`src/ffha_pkg.sv`:
```
// Package with shared constants, types and codes of the first-fit heap allocator.
package ffha_pkg;

    localparam int HEAP_PAGES   = 4;
    localparam int PAGE_BYTES   = 4096;
    localparam int HEADER_BYTES = 12;
    localparam int ARENA_BYTES  = HEAP_PAGES * PAGE_BYTES;
    localparam int MIN_SPLIT    = 4;

    localparam int SIZE_W  = $clog2(ARENA_BYTES);
    localparam int OFF_W   = SIZE_W + 2;
    localparam int IDX_W   = SIZE_W - 2;
    localparam int DEPTH   = ARENA_BYTES / 4;
    localparam int PG_W    = $clog2(HEAP_PAGES + 1) > 3 ? $clog2(HEAP_PAGES + 1) : 3;
    localparam int PAGE_SH = $clog2(PAGE_BYTES);
    localparam int NEED_W  = 17;

    localparam int OP_W     = 2;
    localparam int REQ_W    = 16;
    localparam int ADDR_W   = 32;
    localparam int STAT_W   = 2;
    localparam int USED_W   = 15;
    localparam int LIMIT_W  = 3;
    localparam int CFG_IDX_W = 1;
    localparam int CFG_W    = 32;

    localparam logic [CFG_IDX_W-1:0] CFG_HEAP_BASE  = 1'b0;
    localparam logic [CFG_IDX_W-1:0] CFG_PAGE_LIMIT = 1'b1;

    typedef enum logic [OP_W-1:0] {
        OP_ALLOC = 2'd0,
        OP_FREE  = 2'd1,
        OP_QUERY = 2'd2,
        OP_NONE  = 2'd3
    } t_op;

    typedef enum logic [STAT_W-1:0] {
        ST_OK    = 2'd0,
        ST_OOM   = 2'd1,
        ST_RANGE = 2'd2
    } t_status;

    // one header word: free mark and payload size
    typedef struct packed {
        logic              free;
        logic [SIZE_W-1:0] size;
    } t_hdr;

    typedef enum logic [4:0] {
        DP_NOP, DP_INIT_WR, DP_LOAD, DP_FREE_START, DP_SET_RANGE, DP_SET_OOM,
        DP_READ, DP_READ_N, DP_STEP, DP_HOLD_CUR, DP_GROW_START, DP_GROW_STEP,
        DP_GROW_WR, DP_SPLIT_WR, DP_ALLOC_WR, DP_FREE_CUR, DP_MERGE, DP_FREE_WR,
        DP_SUM_STEP, DP_PUSH
    } t_dp_cmd;

    typedef struct packed {
        t_op  op;
        logic at_end;
        logic nxt_end;
        logic word_free;
        logic fits;
        logic split;
        logic grow_ok;
        logic addr_null;
        logic addr_out;
        logic out_free;
    } t_dp_stat;

    typedef enum logic [4:0] {
        S_INIT, S_IDLE, S_DISPATCH, S_SRCH_RD, S_SRCH_EV, S_GROW_RD, S_GROW_EV,
        S_GROW_WR, S_ALLOC, S_ALLOC_WR, S_FREE_RD, S_FREE_EV, S_FREE_NRD,
        S_FREE_NEV, S_SUM_RD, S_SUM_EV, S_DONE
    } t_state;

endpackage

```
`src/ffha_ctrl.sv`:
```
// Controller state machine sequencing the allocator datapath.
module ffha_ctrl import ffha_pkg::*; (
    input  logic     i_clk,
    input  logic     i_rst_n,
    input  logic     i_in_valid,
    output logic     o_in_ready,
    input  t_dp_stat i_stat,
    output t_dp_cmd  o_cmd
);

    t_state r_state;
    t_state n_state;

    always_ff @(posedge i_clk) begin
        if (!i_rst_n) begin
            r_state <= S_INIT;
        end else begin
            r_state <= n_state;
        end
    end

    // next state
    always_comb begin
        n_state = r_state;
        case (r_state)
            S_INIT:     n_state = S_IDLE;
            S_IDLE:     if (i_in_valid) n_state = S_DISPATCH;
            S_DISPATCH: begin
                case (i_stat.op)
                    OP_ALLOC: n_state = S_SRCH_RD;
                    OP_FREE: begin
                        if (i_stat.addr_null || i_stat.addr_out) n_state = S_DONE;
                        else n_state = S_FREE_RD;
                    end
                    OP_QUERY: n_state = S_SUM_RD;
                    default:  n_state = S_DONE;
                endcase
            end
            S_SRCH_RD: begin
                if (!i_stat.at_end) n_state = S_SRCH_EV;
                else if (i_stat.grow_ok) n_state = S_GROW_RD;
                else n_state = S_DONE;
            end
            S_SRCH_EV:  n_state = i_stat.fits ? S_ALLOC : S_SRCH_RD;
            S_GROW_RD:  n_state = i_stat.at_end ? S_GROW_WR : S_GROW_EV;
            S_GROW_EV:  n_state = S_GROW_RD;
            S_GROW_WR:  n_state = S_SRCH_RD;
            S_ALLOC:    n_state = S_ALLOC_WR;
            S_ALLOC_WR: n_state = S_DONE;
            S_FREE_RD:  n_state = S_FREE_EV;
            S_FREE_EV:  n_state = S_FREE_NRD;
            S_FREE_NRD: n_state = i_stat.nxt_end ? S_DONE : S_FREE_NEV;
            S_FREE_NEV: n_state = i_stat.word_free ? S_FREE_NRD : S_DONE;
            S_SUM_RD:   n_state = i_stat.at_end ? S_DONE : S_SUM_EV;
            S_SUM_EV:   n_state = S_SUM_RD;
            S_DONE:     if (i_stat.out_free) n_state = S_IDLE;
            default:    n_state = S_INIT;
        endcase
    end

    // datapath command and handshake
    always_comb begin
        o_cmd      = DP_NOP;
        o_in_ready = 1'b0;
        case (r_state)
            S_INIT: o_cmd = DP_INIT_WR;
            S_IDLE: begin
                o_in_ready = 1'b1;
                if (i_in_valid) o_cmd = DP_LOAD;
            end
            S_DISPATCH: begin
                if (i_stat.op == OP_FREE && !i_stat.addr_null) begin
                    o_cmd = i_stat.addr_out ? DP_SET_RANGE : DP_FREE_START;
                end
            end
            S_SRCH_RD: begin
                if (!i_stat.at_end) o_cmd = DP_READ;
                else if (i_stat.grow_ok) o_cmd = DP_GROW_START;
                else o_cmd = DP_SET_OOM;
            end
            S_SRCH_EV:  o_cmd = i_stat.fits ? DP_HOLD_CUR : DP_STEP;
            S_GROW_RD:  if (!i_stat.at_end) o_cmd = DP_READ;
            S_GROW_EV:  o_cmd = DP_GROW_STEP;
            S_GROW_WR:  o_cmd = DP_GROW_WR;
            S_ALLOC:    if (i_stat.split) o_cmd = DP_SPLIT_WR;
            S_ALLOC_WR: o_cmd = DP_ALLOC_WR;
            S_FREE_RD:  o_cmd = DP_READ;
            S_FREE_EV:  o_cmd = DP_FREE_CUR;
            S_FREE_NRD: o_cmd = i_stat.nxt_end ? DP_FREE_WR : DP_READ_N;
            S_FREE_NEV: o_cmd = i_stat.word_free ? DP_MERGE : DP_FREE_WR;
            S_SUM_RD:   if (!i_stat.at_end) o_cmd = DP_READ;
            S_SUM_EV:   o_cmd = DP_SUM_STEP;
            S_DONE:     if (i_stat.out_free) o_cmd = DP_PUSH;
            default:    o_cmd = DP_NOP;
        endcase
    end

    a_init_after_reset: assert property (@(posedge i_clk)
        !i_rst_n |=> (r_state == S_INIT))
        else $error("controller not in init after reset");
    a_one_item: assert property (@(posedge i_clk) disable iff (!i_rst_n)
        (o_in_ready && i_in_valid) |=> !o_in_ready)
        else $error("second item taken while one is at work");

endmodule

```
`config.mk`:
```
export PLATFORM = sky130hd
export DESIGN_NAME = ffha_ctrl
export DESIGN_NICKNAME = d
export VERILOG_FILES = /design/src/ffha_pkg.sv /design/src/ffha_ctrl.sv
export SDC_FILE = /design/constraint.sdc
export NUM_CORES = 1
export LEC_CHECK = 0
export ABC_AREA = 1
export ABC_CLOCK_PERIOD_IN_PS = 1530
export BUFFER_PORTS_ARGS = -buffer_cell sky130_fd_sc_hd__buf_4
export CORE_MARGIN = 5
export CORE_UTILIZATION = 45
export CTS_CLUSTER_SIZE = 20
export DETAILED_ROUTE_END_ITERATION = 8
export GPL_TIMING_DRIVEN = 0
export PLACE_DENSITY = 0.82
export SYNTH_ARGS = -nofsm -noshare
export SYNTH_HDL_FRONTEND = slang
export SYNTH_SLANG_ARGS = --single-unit
```
`constraint.sdc`:
```
create_clock -name i_clk -period 1.53 [get_ports i_clk]
set_input_delay 0.153 -clock i_clk [delete_from_list [all_inputs] [get_ports i_clk]]
set_output_delay 0.153 -clock i_clk [all_outputs]
set_load 0.03 [all_outputs]
```
After elaboration in Yosys (flattened, before gate mapping). Cells that the tools add are included.

Register bits: 5. Bits in latches: 0. Memory bits (writable): 0. Memory bits (read-only): 0. Output and inout bits: 6. Logic and storage cells: 53. Memories kept: 0.

Add/sub/neg operators: 0. Multipliers: 0. Div/mod/pow operators: 0. Magnitude comparators: 0. Equality and inequality tests: 20. Shift operators: 0. Mux-type cells: 25. Bitwise gates (word level): 0. Reductions and logical operators: 7.

Operators by type and width (number): case mux 5 bit (17 select lines) (1); case mux 5 bit (16 select lines) (1); 2-to-1 mux 5 bit (10); equality test 5 x 4 -> 1 bit, second input constant (8); equality test 5 x 3 -> 1 bit, second input constant (4); 2-to-1 mux 4 bit (4); case mux 5 bit (3 select lines) (1); equality test 5 x 2 -> 1 bit, second input constant (2); 2-to-1 mux 3 bit (3); equality test 5 x 1 -> 1 bit, second input constant (1); equality test 5 bit, second input constant (1); logical NOT 5 bit (1); 2-to-1 mux 1 bit (4); != test 2 bit, second input constant (2); equality test 2 x 1 -> 1 bit, second input constant (1); equality test 2 bit, second input constant (1); logical NOT 2 bit (1); 2-to-1 mux 2 bit (1); AND reduction 2 bit (1); OR reduction 2 bit (1); logical AND 1 bit (1); logical NOT 1 bit (1); logical OR 1 bit (1).

Depth between registers and ports, before layout.
Word-level depth: 4. Mapped depth: 10. Mapped depth without buffers: 10.

Worst setup path after synthesis. OpenSTA, ideal clock, no wires.

Path type: register to output. Start: register r_state[0]. End: output port o_cmd[2]. Arrival: 1290 ps. Data required time: 1377 ps. Slack: 87 ps. Stages on the path, launching flop included: 8. Buffers on the path: 0. Cell sequence: dfxtp_1 > inv_1 > nand2_1 > nor2_2 > nand2_1 > o21ai_0 > a211oi_1 > nand3_1.

Cells in the longest elaborated chain, start to end: 3.

Ends and longest elaborated chain: start, declared (RTL line ffha_ctrl.sv:11) `t_state r_state;`; start signal, assigned (RTL line ffha_ctrl.sv:18) `r_state <= n_state;`; equality test 5 x 4 -> 1 bit or equality test 5 x 3 -> 1 bit (tied branches) (RTL line ffha_ctrl.sv:65) `case (r_state)`; OR reduction 2 bit (no source line); case mux 5 bit (16 select lines) * (RTL line ffha_ctrl.sv:65); end, declared (RTL line ffha_ctrl.sv:8) `output t_dp_cmd o_cmd`.

Every way passes the cells marked *; elsewhere a longest branch is shown, timed or not.

Worst setup path after layout.
Start: register r_state[0]. End: output port o_cmd[4].

Same word-level chain as after synthesis.

==> flow_summary.json <==
{
  "cts-buffers-inserted": 3,
  "ir_worst_vdd_mv": 1.19,
  "n_antenna_cell": 0,
  "status": "finished, violations left",
  "largestRegisters": "r_state x5",
  "wl_per_cell_um": 16.2,
  "post-route-min-period_ps": 1810,
  "crit_start": "r_state[0]$_SDFFE_PN0P_",
  "setup_violations": 6,
  "ctsLongestPathBuffers": 2,
  "start_util_pct": 47.0,
  "critPathMaxFanout": 4,
  "crit_path_max_incr_delay_ps": 380,
  "rsz0062_at_grt": "yes",
  "cp_data_required_time_ps": 1380,
  "drive_gt1_share_pct": 44.3,
  "grt_max_degree": 10,
  "track_usage_pct": 22.5,
  "die_x_um": 49.4,
  "synth_warnings": 0,
  "largest_reg_flops": 5,
  "critical_path.endpoint": "o_cmd[4]",
  "die_h_um": 49.4,
  "ys_ff_latch": 5,
  "vias": 1142,
  "fin_ws_ps": -276,
  "synthCells": 136,
  "coreArea_mm2": 0.00149,
  "fp.dieArea_mm2": 0.00244,
  "netlist_area_um2": 699,
  "power.density_mw_per_mm2": 1420,
  "ant_nets": 0,
  "crit_type": "reg2out",
  "synth_top_area_share_pct": 17.2,
  "worstPathBufferInverterCount": 2,
  "tightest_slew_ps": 355,
  "clock-sinks": 5,
  "fp-row-count": 14,
  "worst-r2r-setup-slack_ps": -80,
  "clk_pin_slew_ps": 40,
  "place.gp.congestion": 0.927,
  "area_delta_synth_final_pct": 66.4,
  "mostFrequentLayoutCells": "29 x buf_4, 25 x nand2_1, 20 x nor2_1",
  "ioPinCount": 20,
  "max-slew-margin-rel_pct": 76.1,
  "grt_pass1_vias": 1035,
  "firstDrtPassIters": 4,
  "detail_route.drc_violations": 0,
  "layout_commonest_cell": "buf_4",
  "startpoint_type": "flop",
  "post-place-ws_ps": -119,
  "cts-root-buf": "clkbuf_4",
  "fin_nets": 189,
  "cp.depth": 6,
  "power_leakage_uw": 0.000617,
  "synth_fp_nets": 150,
  "antenna_found_initial": 0,
  "wl_um": 3080,
  "synth_cell_types": 21,
  "top_register": "r_state",
  "crit_slowest_cell": "dfxtp_4",
  "gr-total-overflow": 0,
  "whs_ps": 113,
  "yosys-top-cells-area": "nand2_1 17%, dfxtp_1 14%, nor2_1 13%",
  "power.total_uw": 1650,
  "grt_pass1_wl_um": 4390,
  "maxCapViolations": 0,
  "hpwl_um": 1760,
  "timing.rr.start": "r_state[0]$_SDFFE_PN0P_",
  "yosysSeqAreaShare_pct": 14.3,
  "violations": "negative setup slack",
  "crit_family": "simple AND/OR/NAND/NOR gates",
  "r2r_cells": 12,
  "post-route-period-util_pct": 118,
  "cts_tree": "done",
  "port_buffers": 19,
  "r2r_end": "r_state[0]$_SDFFE_PN0P_",
  "drt_iter0_drc": 95,
  "vias_per_cell": 6.01,
  "tns_ps": -1150,
  "drv_slew": 0,
  "timing.fmax_ghz": 0.554,
  "hold_class": "in2reg",
  "placed_area_um2": 862,
  "crit_chain": "nor2_4, nand2_4, buf_4, nor3_1, or3b_1, buf_6",
  "design_area_mm2": 0.00116,
  "hold_viol": 0,
  "crit_arrival_ps": 1650,
  "cts_max_level": 1,
  "clock_latency_ps": 240,
  "finClkSkew_ps": 5.66,
  "avgSynthCellArea_um2": 5.14,
  "end_kind": "output port",
  "synth_area_leader_cell": "nand2_1"
}
-- per-layer routing --
metal	global-route usage (%)	vias to the layer above	part of all wire, %
li1	-	524	-
met1	26.1	497	35
met2	39.1	89	46
met3	3.36	32	12
met4	11.4	0	6.2
met5	0	-	0
-- cells by family (layout without fill, tap and decap cells) --
| group | Yosys count | count (layout) | share of synthesized area [%] |
|---|---|---|---|
| compound gates | 18 | 18 | 14.5 |
| simple gates | 89 | 89 | 58.3 |
| buf+inv | 24 | 62 | 12.9 |
| flops | 5 | 5 | 14.3 |
-- worst min path at each step --
stage             from                      end  slack [ps]  cells past startpoint
3_3_place_gp   i_rst_n  r_state[4]$_SDFFE_PN0P_         360                      3
6_report       i_rst_n  r_state[4]$_SDFFE_PN0P_         110                      3
4_1_cts        i_rst_n  r_state[4]$_SDFFE_PN0P_         110                      3
5_1_grt        i_rst_n  r_state[4]$_SDFFE_PN0P_         140                      3
3_5_place_dp   i_rst_n  r_state[4]$_SDFFE_PN0P_         360                      3
2_1_floorplan  i_rst_n  r_state[4]$_SDFFE_PN0P_         250                      2
-- report_power, final --
| part | switching (uW) | internal, uW | total, uW |
|---|---|---|---|
| Clock | 53.9 | 98.6 | 152 |
| Sequential | 98.6 | 186 | 285 |
| Combinational | 745 | 465 | 1210 |
-- repair_timing --
action,4_1_cts,5_1_grt
gates resized for setup,40,13
setup buffers,12,3
hold buffers,0,0
pin swaps,10,9
setup endpoints to repair,5,7
-- metrics by stage --
| step | utilization, % | cells |
|---|---|---|
| after floorplan | - | 136 |
| after global placement | 57.9 | 171 |
| after detailed placement | 57.9 | 171 |
| after CTS | 73.6 | 187 |
| after global routing | 78.2 | 190 |
| final | 78.2 | 190 |
-- cell usage after synthesis --
| library cell | number |
|---|---|
| a211oi_1 | 1 |
| a21oi_1 | 6 |
| a31oi_1 | 1 |
| dfxtp_1 | 5 |
| inv_1 | 19 |
| inv_2 | 5 |
| nand2_1 | 32 |
| nand2_2 | 2 |
| nand3_1 | 11 |
| nand4_1 | 4 |
| nor2_1 | 24 |
| nor2_2 | 5 |
| nor3_1 | 6 |
| nor3_2 | 1 |
| nor3b_2 | 1 |
| nor4_1 | 1 |
| o2111ai_1 | 2 |
| o21ai_0 | 6 |
| o21ai_1 | 2 |
| or2_1 | 1 |
| or3b_1 | 1 |
-- tightest hold or removal path, delay by kind of cell --
kind | cells | cell delay, ps
buffers and inverters | 2 | 120
AND/OR/NAND/NOR | 1 | 50
-- final cells by class --
type / instances / area [um2]
inverter: 24 / 97.6
timing repair buffer: 34 / 274
multi-input combinational: 107 / 627
sequential: 5 / 119
fill: 109 / 325
clock buffer: 4 / 26.3
tap: 16 / 20.0
No activity file was read; power rests on OpenSTA's default activity.
